--- src/design/usp_pkg.sv ---
package usp_pkg;

	// width of every offset and length field on the result channel
	localparam int FIELD_W = 12;

	localparam logic [7:0] CH_COLON = 8'h3a;
	localparam logic [7:0] CH_AT    = 8'h40;
	localparam logic [7:0] CH_SLASH = 8'h2f;

	// prefixes that make an opaque URL acceptable
	localparam int MAILTO_LEN = 7;  // "mailto:"
	localparam int NEWS_LEN   = 5;  // "news:"
	localparam int MAILTO_SCHEME_LEN = 6;
	localparam int NEWS_SCHEME_LEN   = 4;

	typedef enum logic [8:0] {
		PH_SCHEME     = 9'b000000001,
		PH_SLASH1     = 9'b000000010,
		PH_SLASH2     = 9'b000000100,
		PH_AUTH       = 9'b000001000,
		PH_AUTH_COLON = 9'b000010000,
		PH_HOST2      = 9'b000100000,
		PH_REST       = 9'b001000000,
		PH_OPAQUE     = 9'b010000000,
		PH_FAIL       = 9'b100000000
	} phase_t;

	typedef struct packed {
		phase_t phase;
		logic   mailto_match;
		logic   news_match;
		logic   overflow;
	} ctrl_t;

	typedef struct packed {
		logic               url_ok;
		logic [FIELD_W-1:0] scheme_len;
		logic [FIELD_W-1:0] user_len;
		logic [FIELD_W-1:0] pass_len;
		logic [FIELD_W-1:0] host_start;
		logic [FIELD_W-1:0] host_len;
		logic [FIELD_W-1:0] rest_start;
		logic [FIELD_W-1:0] rest_len;
		logic               too_long;
	} result_t;

	function automatic logic [7:0] mailto_char(input logic [2:0] idx);
		logic [7:0] c;
		unique case (idx)
			3'd0: c = 8'h6d;  // m
			3'd1: c = 8'h61;  // a
			3'd2: c = 8'h69;  // i
			3'd3: c = 8'h6c;  // l
			3'd4: c = 8'h74;  // t
			3'd5: c = 8'h6f;  // o
			3'd6: c = CH_COLON;
			default: c = 8'h00;
		endcase
		return c;
	endfunction

	function automatic logic [7:0] news_char(input logic [2:0] idx);
		logic [7:0] c;
		unique case (idx)
			3'd0: c = 8'h6e;  // n
			3'd1: c = 8'h65;  // e
			3'd2: c = 8'h77;  // w
			3'd3: c = 8'h73;  // s
			3'd4: c = CH_COLON;
			default: c = 8'h00;
		endcase
		return c;
	endfunction

endpackage

--- src/design/usp_in_if.sv ---
interface usp_in_if;
	logic       valid;
	logic       ready;
	logic [7:0] ch;
	logic       last;

	modport source (output valid, output ch, output last, input ready);
	modport sink (input valid, input ch, input last, output ready);
endinterface

--- src/design/usp_out_if.sv ---
interface usp_out_if;
	logic                        valid;
	logic                        ready;
	logic                        url_ok;
	logic [usp_pkg::FIELD_W-1:0] scheme_len;
	logic [usp_pkg::FIELD_W-1:0] user_len;
	logic [usp_pkg::FIELD_W-1:0] pass_len;
	logic [usp_pkg::FIELD_W-1:0] host_start;
	logic [usp_pkg::FIELD_W-1:0] host_len;
	logic [usp_pkg::FIELD_W-1:0] rest_start;
	logic [usp_pkg::FIELD_W-1:0] rest_len;
	logic                        too_long;

	modport source (output valid, output url_ok, output scheme_len, output user_len,
		output pass_len, output host_start, output host_len, output rest_start,
		output rest_len, output too_long, input ready);
	modport sink (input valid, input url_ok, input scheme_len, input user_len,
		input pass_len, input host_start, input host_len, input rest_start,
		input rest_len, input too_long, output ready);
endinterface

--- src/design/usp_scan.sv ---
module usp_scan #(
	parameter int MAX_LEN = 4095,
	parameter int PW      = $clog2(MAX_LEN + 1)
) (
	input  logic           clk,
	input  logic           arst_n,
	input  logic           en,
	input  logic [7:0]     ch,
	input  logic           last,
	output usp_pkg::ctrl_t nxt_ctrl,
	output logic [PW-1:0]  nxt_pos,
	output logic [PW-1:0]  nxt_scheme,
	output logic [PW-1:0]  nxt_user,
	output logic [PW-1:0]  nxt_pass,
	output logic [PW-1:0]  nxt_host,
	output logic [PW-1:0]  nxt_rest
);

	usp_pkg::ctrl_t ctrl_q;
	logic [PW-1:0]  pos_q;
	logic [PW-1:0]  scheme_q;
	logic [PW-1:0]  user_q;
	logic [PW-1:0]  pass_q;
	logic [PW-1:0]  host_q;
	logic [PW-1:0]  rest_q;

	always_comb begin
		nxt_ctrl   = ctrl_q;
		nxt_pos    = pos_q;
		nxt_scheme = scheme_q;
		nxt_user   = user_q;
		nxt_pass   = pass_q;
		nxt_host   = host_q;
		nxt_rest   = rest_q;
		if (pos_q >= PW'(MAX_LEN)) begin
			// drop bytes past the length limit
			nxt_ctrl.overflow = 1'b1;
		end else begin
			nxt_pos = pos_q + PW'(1);
			unique case (ctrl_q.phase)
				usp_pkg::PH_SCHEME: begin
					if (pos_q < PW'(usp_pkg::MAILTO_LEN)) begin
						if (ch != usp_pkg::mailto_char(pos_q[2:0]))
							nxt_ctrl.mailto_match = 1'b0;
					end else begin
						nxt_ctrl.mailto_match = 1'b0;
					end
					if (pos_q < PW'(usp_pkg::NEWS_LEN)) begin
						if (ch != usp_pkg::news_char(pos_q[2:0]))
							nxt_ctrl.news_match = 1'b0;
					end else begin
						nxt_ctrl.news_match = 1'b0;
					end
					if (ch == usp_pkg::CH_COLON) begin
						if (pos_q == '0) begin
							nxt_ctrl.phase = usp_pkg::PH_FAIL;
						end else begin
							nxt_scheme     = pos_q;
							nxt_ctrl.phase = usp_pkg::PH_SLASH1;
						end
					end
				end
				usp_pkg::PH_SLASH1: begin
					if (ch == usp_pkg::CH_SLASH) begin
						nxt_ctrl.phase = usp_pkg::PH_SLASH2;
					end else begin
						nxt_rest       = pos_q;
						nxt_ctrl.phase = usp_pkg::PH_OPAQUE;
					end
				end
				usp_pkg::PH_SLASH2: begin
					if (ch == usp_pkg::CH_SLASH) begin
						nxt_host       = pos_q + PW'(1);
						nxt_ctrl.phase = usp_pkg::PH_AUTH;
					end else begin
						nxt_ctrl.phase = usp_pkg::PH_FAIL;
					end
				end
				usp_pkg::PH_AUTH, usp_pkg::PH_AUTH_COLON: begin
					priority if (ch == usp_pkg::CH_AT) begin
						if (ctrl_q.phase == usp_pkg::PH_AUTH) begin
							nxt_user = pos_q - host_q;
							nxt_pass = '0;
						end else begin
							nxt_pass = pos_q - host_q - user_q - PW'(1);
						end
						nxt_host       = pos_q + PW'(1);
						nxt_ctrl.phase = usp_pkg::PH_HOST2;
					end else if (ch == usp_pkg::CH_SLASH) begin
						nxt_user       = '0;
						nxt_pass       = '0;
						nxt_rest       = pos_q;
						nxt_ctrl.phase = usp_pkg::PH_REST;
					end else if (ch == usp_pkg::CH_COLON
							&& ctrl_q.phase == usp_pkg::PH_AUTH) begin
						nxt_user       = pos_q - host_q;
						nxt_ctrl.phase = usp_pkg::PH_AUTH_COLON;
					end else begin
						nxt_ctrl.phase = ctrl_q.phase;
					end
				end
				usp_pkg::PH_HOST2: begin
					if (ch == usp_pkg::CH_SLASH) begin
						nxt_rest       = pos_q;
						nxt_ctrl.phase = usp_pkg::PH_REST;
					end
				end
				usp_pkg::PH_REST, usp_pkg::PH_OPAQUE: begin
					nxt_ctrl.phase = ctrl_q.phase;
				end
				default: begin
					nxt_ctrl.phase = usp_pkg::PH_FAIL;
				end
			endcase
		end
	end

	always_ff @(posedge clk or negedge arst_n) begin
		if (!arst_n) begin
			ctrl_q   <= '{phase: usp_pkg::PH_SCHEME, mailto_match: 1'b1,
				news_match: 1'b1, overflow: 1'b0};
			pos_q    <= '0;
			scheme_q <= '0;
			user_q   <= '0;
			pass_q   <= '0;
			host_q   <= '0;
			rest_q   <= '0;
		end else if (en) begin
			if (last) begin
				// return to the initial state for the next URL
				ctrl_q   <= '{phase: usp_pkg::PH_SCHEME, mailto_match: 1'b1,
					news_match: 1'b1, overflow: 1'b0};
				pos_q    <= '0;
				scheme_q <= '0;
				user_q   <= '0;
				pass_q   <= '0;
				host_q   <= '0;
				rest_q   <= '0;
			end else begin
				ctrl_q   <= nxt_ctrl;
				pos_q    <= nxt_pos;
				scheme_q <= nxt_scheme;
				user_q   <= nxt_user;
				pass_q   <= nxt_pass;
				host_q   <= nxt_host;
				rest_q   <= nxt_rest;
			end
		end
	end

`ifndef SYNTH
	a_pos_bound: assert property (@(posedge clk) disable iff (!arst_n)
		pos_q <= PW'(MAX_LEN))
		else $error("position ran past the length limit");

	a_restart: assert property (@(posedge clk) disable iff (!arst_n)
		en && last |=> pos_q == '0 && ctrl_q.phase == usp_pkg::PH_SCHEME
			&& !ctrl_q.overflow)
		else $error("scanner did not restart after the final byte");
`endif

endmodule

--- src/design/usp_result.sv ---
module usp_result #(
	parameter int PW = 12
) (
	input  usp_pkg::ctrl_t   ctrl,
	input  logic [PW-1:0]    len,
	input  logic [PW-1:0]    scheme,
	input  logic [PW-1:0]    user,
	input  logic [PW-1:0]    pass,
	input  logic [PW-1:0]    host,
	input  logic [PW-1:0]    rest,
	output usp_pkg::result_t res
);

	localparam int FW = usp_pkg::FIELD_W;

	logic          ok;
	logic [PW-1:0] ul, pl, hs, hl, rs, rl;

	always_comb begin
		ok = 1'b0;
		ul = '0;
		pl = '0;
		hs = '0;
		hl = '0;
		rs = '0;
		rl = '0;
		unique case (ctrl.phase)
			usp_pkg::PH_SLASH1, usp_pkg::PH_OPAQUE: begin
				ok = (scheme == PW'(usp_pkg::MAILTO_SCHEME_LEN) && ctrl.mailto_match)
					|| (scheme == PW'(usp_pkg::NEWS_SCHEME_LEN) && ctrl.news_match);
				// a URL ending right after the colon has an empty opaque part
				if (ctrl.phase == usp_pkg::PH_OPAQUE) begin
					rs = rest;
					rl = len - rest;
				end
			end
			usp_pkg::PH_AUTH, usp_pkg::PH_AUTH_COLON: begin
				ok = 1'b1;
				hs = host;
				hl = len - host;
			end
			usp_pkg::PH_REST: begin
				ok = 1'b1;
				ul = user;
				pl = pass;
				hs = host;
				hl = rest - host;
				rs = rest;
				rl = len - rest;
			end
			default: begin
				ok = 1'b0;
			end
		endcase
		if (ctrl.overflow)
			ok = 1'b0;
		if (hl == '0)
			hs = '0;
		if (rl == '0)
			rs = '0;

		res          = '0;
		res.too_long = ctrl.overflow;
		if (ok) begin
			res.url_ok     = 1'b1;
			res.scheme_len = FW'(scheme);
			res.user_len   = FW'(ul);
			res.pass_len   = FW'(pl);
			res.host_start = FW'(hs);
			res.host_len   = FW'(hl);
			res.rest_start = FW'(rs);
			res.rest_len   = FW'(rl);
		end
	end

endmodule

--- src/design/url_component_splitter_top.sv ---
// URL component splitter.
// The chars channel carries one URL byte per transaction, with last set on
// the final byte. After the final byte the results channel gives one
// transaction: url_ok plus lengths of scheme, user, password, host:port and
// rest, and start offsets of host:port and rest. Rejected URLs report url_ok=0
// and zero fields; a URL longer than MAX_LEN bytes reports too_long=1 and
// url_ok=0. Throughput: one byte per cycle, sustained, including across URL
// boundaries, unless a final byte must wait for the result slot. Each byte
// goes through an input register and one pass of the scanner logic; a final
// byte loads its result into the result register, which raises results.valid.
// The output register holds a finished result while the receiver stalls;
// bytes of the next URL keep flowing through the scanner, and only a final
// byte waits in the input register until the result slot frees. Reset clears
// the scanner to the start of a URL and empties both registers; no clearing pass is needed.
module url_component_splitter_top #(
	parameter int MAX_LEN = 4095
) (
	input logic       clk,
	input logic       arst_n,
	usp_in_if.sink    chars,
	usp_out_if.source results
);

	localparam int PW = $clog2(MAX_LEN + 1);

	// input register
	logic       valid_s1;
	logic [7:0] ch_s1;
	logic       last_s1;

	// result register
	logic             out_valid_q;
	usp_pkg::result_t out_res_q;

	logic             adv;
	usp_pkg::ctrl_t   nxt_ctrl;
	logic [PW-1:0]    nxt_pos, nxt_scheme, nxt_user, nxt_pass, nxt_host, nxt_rest;
	usp_pkg::result_t res;

	// advance the byte in stage 1 unless it is final and the result slot is busy
	assign adv = valid_s1 && (!last_s1 || !out_valid_q || results.ready);
	assign chars.ready = !valid_s1 || adv;

	always_ff @(posedge clk or negedge arst_n) begin
		if (!arst_n) begin
			valid_s1 <= 1'b0;
		end else if (chars.ready) begin
			valid_s1 <= chars.valid;
		end
	end

	always_ff @(posedge clk) begin
		if (chars.ready && chars.valid) begin
			ch_s1   <= chars.ch;
			last_s1 <= chars.last;
		end
	end

	usp_scan #(
		.MAX_LEN (MAX_LEN),
		.PW      (PW)
	) u_scan (
		.clk        (clk),
		.arst_n     (arst_n),
		.en         (adv),
		.ch         (ch_s1),
		.last       (last_s1),
		.nxt_ctrl   (nxt_ctrl),
		.nxt_pos    (nxt_pos),
		.nxt_scheme (nxt_scheme),
		.nxt_user   (nxt_user),
		.nxt_pass   (nxt_pass),
		.nxt_host   (nxt_host),
		.nxt_rest   (nxt_rest)
	);

	usp_result #(
		.PW (PW)
	) u_result (
		.ctrl   (nxt_ctrl),
		.len    (nxt_pos),
		.scheme (nxt_scheme),
		.user   (nxt_user),
		.pass   (nxt_pass),
		.host   (nxt_host),
		.rest   (nxt_rest),
		.res    (res)
	);

	// load a result on the final byte; drop it once the receiver takes it
	always_ff @(posedge clk or negedge arst_n) begin
		if (!arst_n) begin
			out_valid_q <= 1'b0;
		end else if (adv && last_s1) begin
			out_valid_q <= 1'b1;
		end else if (results.ready) begin
			out_valid_q <= 1'b0;
		end
	end

	always_ff @(posedge clk) begin
		if (adv && last_s1)
			out_res_q <= res;
	end

	assign results.valid      = out_valid_q;
	assign results.url_ok     = out_res_q.url_ok;
	assign results.scheme_len = out_res_q.scheme_len;
	assign results.user_len   = out_res_q.user_len;
	assign results.pass_len   = out_res_q.pass_len;
	assign results.host_start = out_res_q.host_start;
	assign results.host_len   = out_res_q.host_len;
	assign results.rest_start = out_res_q.rest_start;
	assign results.rest_len   = out_res_q.rest_len;
	assign results.too_long   = out_res_q.too_long;

`ifndef SYNTH
	a_result_loaded: assert property (@(posedge clk) disable iff (!arst_n)
		adv && last_s1 |=> out_valid_q)
		else $error("final byte advanced without producing a result");

	a_final_waits: assert property (@(posedge clk) disable iff (!arst_n)
		valid_s1 && last_s1 && out_valid_q && !results.ready |=> valid_s1 && last_s1)
		else $error("final byte lost while the result slot was busy");

	a_reject_zero: assert property (@(posedge clk) disable iff (!arst_n)
		out_valid_q && !out_res_q.url_ok |-> out_res_q.scheme_len == '0
			&& out_res_q.host_len == '0 && out_res_q.rest_len == '0
			&& out_res_q.user_len == '0)
		else $error("rejected URL carries nonzero fields");

	a_too_long_rejects: assert property (@(posedge clk) disable iff (!arst_n)
		out_valid_q && out_res_q.too_long |-> !out_res_q.url_ok)
		else $error("overlong URL reported as accepted");
`endif

endmodule
--- src/flat_wrapper.sv ---
// flat-port wrapper written by rule: the top's interface ports become plain ports
module url_component_splitter_top_flat 
#(
	parameter int MAX_LEN = 4095
)
  (clk, arst_n, chars_valid, chars_ch, chars_last, chars_ready, results_valid, results_url_ok, results_scheme_len, results_user_len, results_pass_len, results_host_start, results_host_len, results_rest_start, results_rest_len, results_too_long, results_ready);
  usp_in_if chars_i ();
  usp_out_if results_i ();
  input logic clk;
  input logic arst_n;
  input wire logic [$bits(chars_i.valid)-1:0] chars_valid;
  input wire logic [$bits(chars_i.ch)-1:0] chars_ch;
  input wire logic [$bits(chars_i.last)-1:0] chars_last;
  output wire logic [$bits(chars_i.ready)-1:0] chars_ready;
  output wire logic [$bits(results_i.valid)-1:0] results_valid;
  output wire logic [$bits(results_i.url_ok)-1:0] results_url_ok;
  output wire logic [$bits(results_i.scheme_len)-1:0] results_scheme_len;
  output wire logic [$bits(results_i.user_len)-1:0] results_user_len;
  output wire logic [$bits(results_i.pass_len)-1:0] results_pass_len;
  output wire logic [$bits(results_i.host_start)-1:0] results_host_start;
  output wire logic [$bits(results_i.host_len)-1:0] results_host_len;
  output wire logic [$bits(results_i.rest_start)-1:0] results_rest_start;
  output wire logic [$bits(results_i.rest_len)-1:0] results_rest_len;
  output wire logic [$bits(results_i.too_long)-1:0] results_too_long;
  input wire logic [$bits(results_i.ready)-1:0] results_ready;
  assign chars_i.valid = chars_valid;
  assign chars_i.ch = chars_ch;
  assign chars_i.last = chars_last;
  assign chars_ready = chars_i.ready;
  assign results_valid = results_i.valid;
  assign results_url_ok = results_i.url_ok;
  assign results_scheme_len = results_i.scheme_len;
  assign results_user_len = results_i.user_len;
  assign results_pass_len = results_i.pass_len;
  assign results_host_start = results_i.host_start;
  assign results_host_len = results_i.host_len;
  assign results_rest_start = results_i.rest_start;
  assign results_rest_len = results_i.rest_len;
  assign results_too_long = results_i.too_long;
  assign results_i.ready = results_ready;
  url_component_splitter_top #(.MAX_LEN(MAX_LEN)) u_core (.clk(clk), .arst_n(arst_n), .chars(chars_i), .results(results_i));
endmodule
--- config.mk ---
export PLATFORM = sky130hd
export DESIGN_NAME = url_component_splitter_top_flat
export DESIGN_NICKNAME = d
export VERILOG_FILES = /design/src/design/usp_pkg.sv /design/src/design/usp_in_if.sv /design/src/design/usp_out_if.sv /design/src/design/usp_scan.sv /design/src/design/usp_result.sv /design/src/design/url_component_splitter_top.sv /design/src/flat_wrapper.sv
export SDC_FILE = /design/constraint.sdc
export NUM_CORES = 1
export LEC_CHECK = 0
export ABC_AREA = 1
export BUFFER_PORTS_ARGS = -buffer_cell sky130_fd_sc_hd__buf_2
export CORE_AREA = 2 2 172 174
export DETAILED_ROUTE_END_ITERATION = 8
export DIE_AREA = 0 0 174 176
export HOLD_SLACK_MARGIN = 0.02
export PLACE_DENSITY = 0.54
export SLEW_MARGIN = 10
export SYNTH_ARGS = -nofsm -noshare
export SYNTH_HDL_FRONTEND = slang
export SYNTH_SLANG_ARGS = --single-unit
--- constraint.sdc ---
create_clock -name clk -period 6.5 [get_ports clk]
set_clock_uncertainty 0.1 [all_clocks]
set_input_delay 0.325 -clock clk [delete_from_list [all_inputs] [get_ports clk]]
set_output_delay 0.325 -clock clk [all_outputs]
set_load 0.005 [all_outputs]
Word level (Yosys, flattened, before mapping)

Cells that the tools add are included.

Logic and storage cells: 158
Output and inout port bits: 88
Flip-flop bits (word level): 181
Input bits: 13

Reductions and logical operators: 26
$lt $le $gt $ge: 3
Multiplexer cells: 71
Add/subtract/negate cells: 7
Equality and inequality tests: 26
Bitwise gates (word level): 2

Operators with widths:

| operator                                                              | number |
|---|---|
| 12-bit 2-to-1 mux                                                     | 37 |
| 12-bit case mux with 2 select lines                                   | 4 |
| 85-bit 2-to-1 mux                                                     | 1 |
| 9-bit 2-to-1 mux                                                      | 7 |
| 12-bit subtractor                                                     | 5 |
| 8-bit 2-to-1 mux                                                      | 7 |
| 9-bit case mux with 6 select lines                                    | 1 |
| 7-bit case mux with 7 select lines                                    | 1 |
| 12-bit zero test                                                      | 3 |
| 12-bit case mux with 3 select lines                                   | 1 |
| 7-bit case mux with 5 select lines                                    | 1 |
| 12-bit by 3-bit == test with 1-bit output, second input constant      | 2 |
| 12-bit by 3-bit < comparator with 1-bit output, second input constant | 2 |
| 9-bit by 2-bit == test with 1-bit output, second input constant       | 2 |
| 9-bit by 4-bit == test with 1-bit output, second input constant       | 2 |
| 9-bit by 5-bit == test with 1-bit output, second input constant       | 2 |
| 9-bit by 7-bit == test with 1-bit output, second input constant       | 2 |
| 9-bit by 8-bit == test with 1-bit output, second input constant       | 2 |
| 8-bit by 6-bit == test with 1-bit output, second input constant       | 2 |
| 8-bit != test                                                         | 2 |
| 12-bit by 1-bit adder with 12-bit output, second input constant       | 1 |
| 12-bit >= comparator, second input constant                           | 1 |
| 12-bit by 1-bit subtractor with 12-bit output, second input constant  | 1 |
| 11-bit 2-to-1 mux                                                     | 1 |
| other kinds (19)                                                      | 45 |

Logic depth before layout (Yosys ltp)

Depth after elaboration: 16
Gate-level depth with buffers: 36
Mapped depth without buffers: 34

Cells and area by module

From an unflattened synthesis, not the netlist that was laid out.

Cells, all modules: 1,627
Area total of the unflattened synthesis: 12,177.9 um2

Modules (own cells, without submodules):

| module                     | area an instance (um2) | sequential area each (um2) | instances | cells each |
|---|---|---|---|---|
| usp_scan                   | 6,472.5                | 2,105.8                    | 1         | 958 |
| url_component_splitter_top | 2,960.3                | 2,902.8                    | 1         | 109 |
| usp_result                 | 2,745.1                | 0.0                        | 1         | 560 |

Worst setup path after synthesis

No wires, ideal clock.

Kind: flip-flop to flip-flop
From: reg u_core.u_scan.pos_q[1]
To: reg u_core.out_res_q (netlist bit u_core.results.host_start[3]) (data pin)
Path buffers: 2
Arrival: 4,300 ps
Required time: 6,139 ps
Period minus slack after synthesis: 4,661 ps
Setup time: 261 ps
Stages on the path, launching flop included: 37
Setup slack: 1,839 ps
Cells stage by stage: dfrtp_1 -> inv_1 -> ha_1 -> inv_1 -> nor2_1 -> nand2_1 -> nor3_1 -> nand2_1 -> nand4_1 -> nand2_1 -> nor2_1 -> inv_1 -> nor2_4 -> nand3_4 -> clkbuf_1 -> nand2_1 -> o21ai_0 -> ha_1 -> fa_1 -> inv_1 -> nand3_1 -> nand2_1 -> nand2_1 -> nand2_1 -> a21oi_1 -> nor2_1 -> o21ai_0 -> nand2_1 -> xnor2_1 -> inv_1 -> o21ai_0 -> nand2_1 -> nor2_1 -> nand2_1 -> nand2_2 -> buf_6 -> nor2_2

Word-level cells in the longest chain between the ends: 16
Elaborated cells on any way between the ends: 68
Classes of those cells: 3 x add/sub; 3 x order compare; 15 x eq/ne; 35 x mux; 2 x bitwise; 10 x reduce/logical

RTL lines:

| element                                                                                           | RTL line                          | text |
|---|---|---|
| from (decl)                                                                                       | usp_scan.sv:20                    | `logic [PW-1:0] pos_q;` |
| from (signal assigned)                                                                            | usp_scan.sv:141                   | `pos_q <= nxt_pos;` |
| parallel branches: the longest is 16 deep, another holds 12-bit by 1-bit adder with 12-bit output | n/a                               |  |
| to (signal assigned)                                                                              | url_component_splitter_top.sv:103 | `out_res_q <= res;` |
| to (decl)                                                                                         | url_component_splitter_top.sv:33  | `usp_pkg::result_t out_res_q;` |

Parallel ways; which one is timed is not known. The select of a mux whose other input is x is not followed.
A chain may end at the register's enable or synchronous reset.

Final worst setup path

From: reg u_core.u_scan.pos_q[1]
To: reg u_core.out_res_q (netlist bit u_core.results.host_start[1]) (data pin)

The elaborated chain is that of the path after synthesis.

==> out/summary.txt <==
Hold WC Path Type = in2async
Final Max Slew Viols = 0
Yosys warnings = 0
Largest net degree at the start of global routing = 88
Leakage power figure = 5.74 nW
Relative slew slack = 0.252
Drt wl/cell = 17.6 microns
Post-synthesis cell count = 1,365
Peak supply drop = 0.000129 V
CP Capture Type = register
Synth Register Bits = 181
Final Cycle Share = 0.880
Post-Place Worst Slack = 915 ps
CTS tree = done
Fraction of layout cells with a size suffix above 1 = 0.168
Syn avg cell area = 8.33 sq um
Ys async rst share = 0.475
Tmin final = 5720 ps
Detailed-route via count = 9,581
Cell family with most CP delay = simple AND/OR/NAND/NOR gates
RSZ-0062 raised after global routing = false
Seq/Total Area, Yosys = 0.441
Critical Path Source Type = register
Clk sinks = 181
Initial Util = 0.398
TNS Setup = 0 ps
Mapped Area = 11,400 sq um
DRC viols = 0
Die area = 30,600 sq um
Main synth FF type = edfxtp_1
CTS Buf Count = 17
Clock Tree Buf Depth = 2
Core footprint = 28,500 sq um
Slew of the pin with the lowest slew margin = 1120 ps
Hpwl dp = 24,700 microns
PortBufs = 100
Worst skew pair latency = 440 ps
Total of max-cap violations = 0
CP arrival = 5780 ps
Clock transition at path regs = 70 ps
Peak Freq = 175 MHz
CTS HTree Levels = 4
I/O pins = 101
Number of global-route vias before repair = 9,325
1st-iter DRT viols = 1,006
Die X = 174 microns
Post-synth EDFFs = 95
CP Class = reg2reg
Crit-path max cell delay = 560 ps
Unique cell type count in the Yosys netlist = 58
Final GP Congestion = 0.906
Synth Net Count = 1,431
Final setup viols = 0
Final Net Count = 1,535
Final setup margin = 779 ps
GRT overflow = 0
All-Layer GR Usage = 0.219
First-pass GRT wire length = 52,000 microns
Worst path required time = 6560 ps
Post_cts resized = 0
Initial antenna violation count = 0
Fin. Hold Viols = 0
CP Max Fanout = 23
Clock Tree Root = clkbuf_16
# diodes = 0
Via density = 5.13
Die Span Y = 176 microns
Status = finished, final reports clean
DRT Wirelength = 32,800 microns
Pwr/cell area = 244 nW/um^2
Critical path buffers and inverters = 2
Drt pass-1 iters = 5
Slowest CP cell = nand2_1
Row count = 62
Antenna-violating nets left = 0
Area Growth Syn to Fin = 13.1%
Worst path most repeated cell = nand2_1
[cells in the final DEF, fill, tap and decap left out, drive strengths merged, types with 4 or more instances in the layout]
cell type / instances
o21ai: 129
fa: 4
inv: 189
nand3: 57
xnor2: 15
nor2: 195
or2: 8
clkinv: 11
clkbuf: 21
nor3: 17
dlygate4sd3: 12
ha: 49
buf: 111
o211ai: 5
nand4: 8
a21oi: 80
o22ai: 44
dfrtp: 83
edfxtp: 95
o2111ai: 6
nand2: 276
xor2: 28
[report_power, final]
group | leakage, nW | internal [W] | switching (W)
registers | 2.10 | 0.00125 | 0.0000254
logic | 3.37 | 0.000302 | 0.000554
clock network | 0.265 | 0.000540 | 0.000461
[what timing repair did]
action / 4_1_cts / 5_1_grt
hold endpoints to repair: 48 / 0
buffers inserted: 0 / 0
hold buffers: 12 / 0
[metal layers]
| metal | routed length [microns] | global-route usage | vias to the layer above | share of wire |
|---|---|---|---|---|
| met5 | 0 | 0 | - | 0 |
| met4 | 565 | 0.0609 | 0 | 0.017 |
| met3 | 2200 | 0.0418 | 35 | 0.067 |
| met2 | 14600 | 0.339 | 312 | 0.45 |
| met1 | 15400 | 0.315 | 4502 | 0.47 |
| li1 | - | - | 4732 | - |
[cell usage after synthesis (4+ instances only)]
master | number | area [sq um]
ha_1 | 49 | 613
o2111ai_1 | 6 | 52.6
o22ai_1 | 44 | 275
o21ai_1 | 4 | 20.0
fa_1 | 4 | 80.1
nand4_1 | 7 | 43.8
xor2_1 | 28 | 245
nand3_1 | 50 | 250
edfxtp_1 | 95 | 2850
nor2_2 | 31 | 194
nand2_2 | 10 | 62.6
nor2_1 | 139 | 522
xnor2_1 | 15 | 131
inv_1 | 177 | 664
clkbuf_1 | 23 | 86.3
or2_2 | 8 | 50.1
a21oi_1 | 79 | 395
dfrtp_1 | 83 | 2080
nand3_2 | 5 | 50.1
buf_6 | 9 | 101
nor2_4 | 24 | 270
nand2_1 | 263 | 987
inv_2 | 10 | 37.5
nor3_1 | 15 | 75.1
o21ai_0 | 124 | 621
o211ai_1 | 5 | 37.5
[path summary, 6_finish.rpt]
kind | from | to | slack [ps] | cells past startpoint
hold / removal | arst_n | u_core.u_scan.pass_q[10] | 330 | 2
hold reg to reg | u_core.u_scan.scheme_q[0] | u_core.u_scan.scheme_q[0] | 390 | 2
setup / recovery | u_core.u_scan.pos_q[1] | u_core.results.host_start[1] | 780 | 27
max in group asynchronous | arst_n | u_core.u_scan.rest_q[5] | 4880 | 3
min in group clk | u_core.u_scan.scheme_q[0] | u_core.u_scan.scheme_q[0] | 390 | 2
setup reg to reg | u_core.u_scan.pos_q[1] | u_core.results.host_start[1] | 780 | 27
[final cells by class]
type / count / area [sq um]
fillers: 2919 / 15700
multi-input cells: 954 / 5380
flip-flops and latches: 181 / 5010
inverters: 192 / 726
repair buffers: 123 / 706
well taps: 384 / 480
clock buffers: 21 / 450
clock inverters: 11 / 103
[cells by family after synthesis]
group                    after synthesis  synth area share
AO/OA/AOI/OAI                        289             0.143
flip-flops                           181             0.441
buffers and inverters                230            0.0858
AND/OR/NAND/NOR                      569             0.236
adder cells (fa/ha/maj)               53            0.0610
XOR/XNOR                              43            0.0331
[metrics by stage]
step	area, sq um	hold WS (ps)	instances	total power (W)	util
detailed placement	12200	276	1822	0.00214	0.427
global route	12900	381	1866	0.00333	0.450
global placement	12200	264	1822	0.00215	0.427
finish	12900	328	1866	0.00313	0.450
CTS	12900	343	1866	0.00316	0.450
floorplan	11400	-70.6	1365	0.00191	-
[sequential cells by signal (all words and copies together), names as in the netlist]
register and flops:
u_core.results.too_long 1, u_core.u_scan.scheme_q 12, u_core.results.valid 1, u_core.results.scheme_len 12, u_core.results.url_ok 1, u_core.u_scan.pos_q 12
u_core.results.host_len 12, u_core.ch_s1 8, u_core.results.rest_start 12, u_core.results.user_len 12, u_core.u_scan.host_q 12, u_core.last_s1 1
u_core.results.host_start 12, u_core.u_scan.pass_q 12, u_core.results.rest_len 12, u_core.valid_s1 1, u_core.u_scan.rest_q 12, u_core.u_scan.user_q 12
u_core.u_scan.ctrl_q 12, u_core.results.pass_len 12
(Power assumes the default switching activity.)
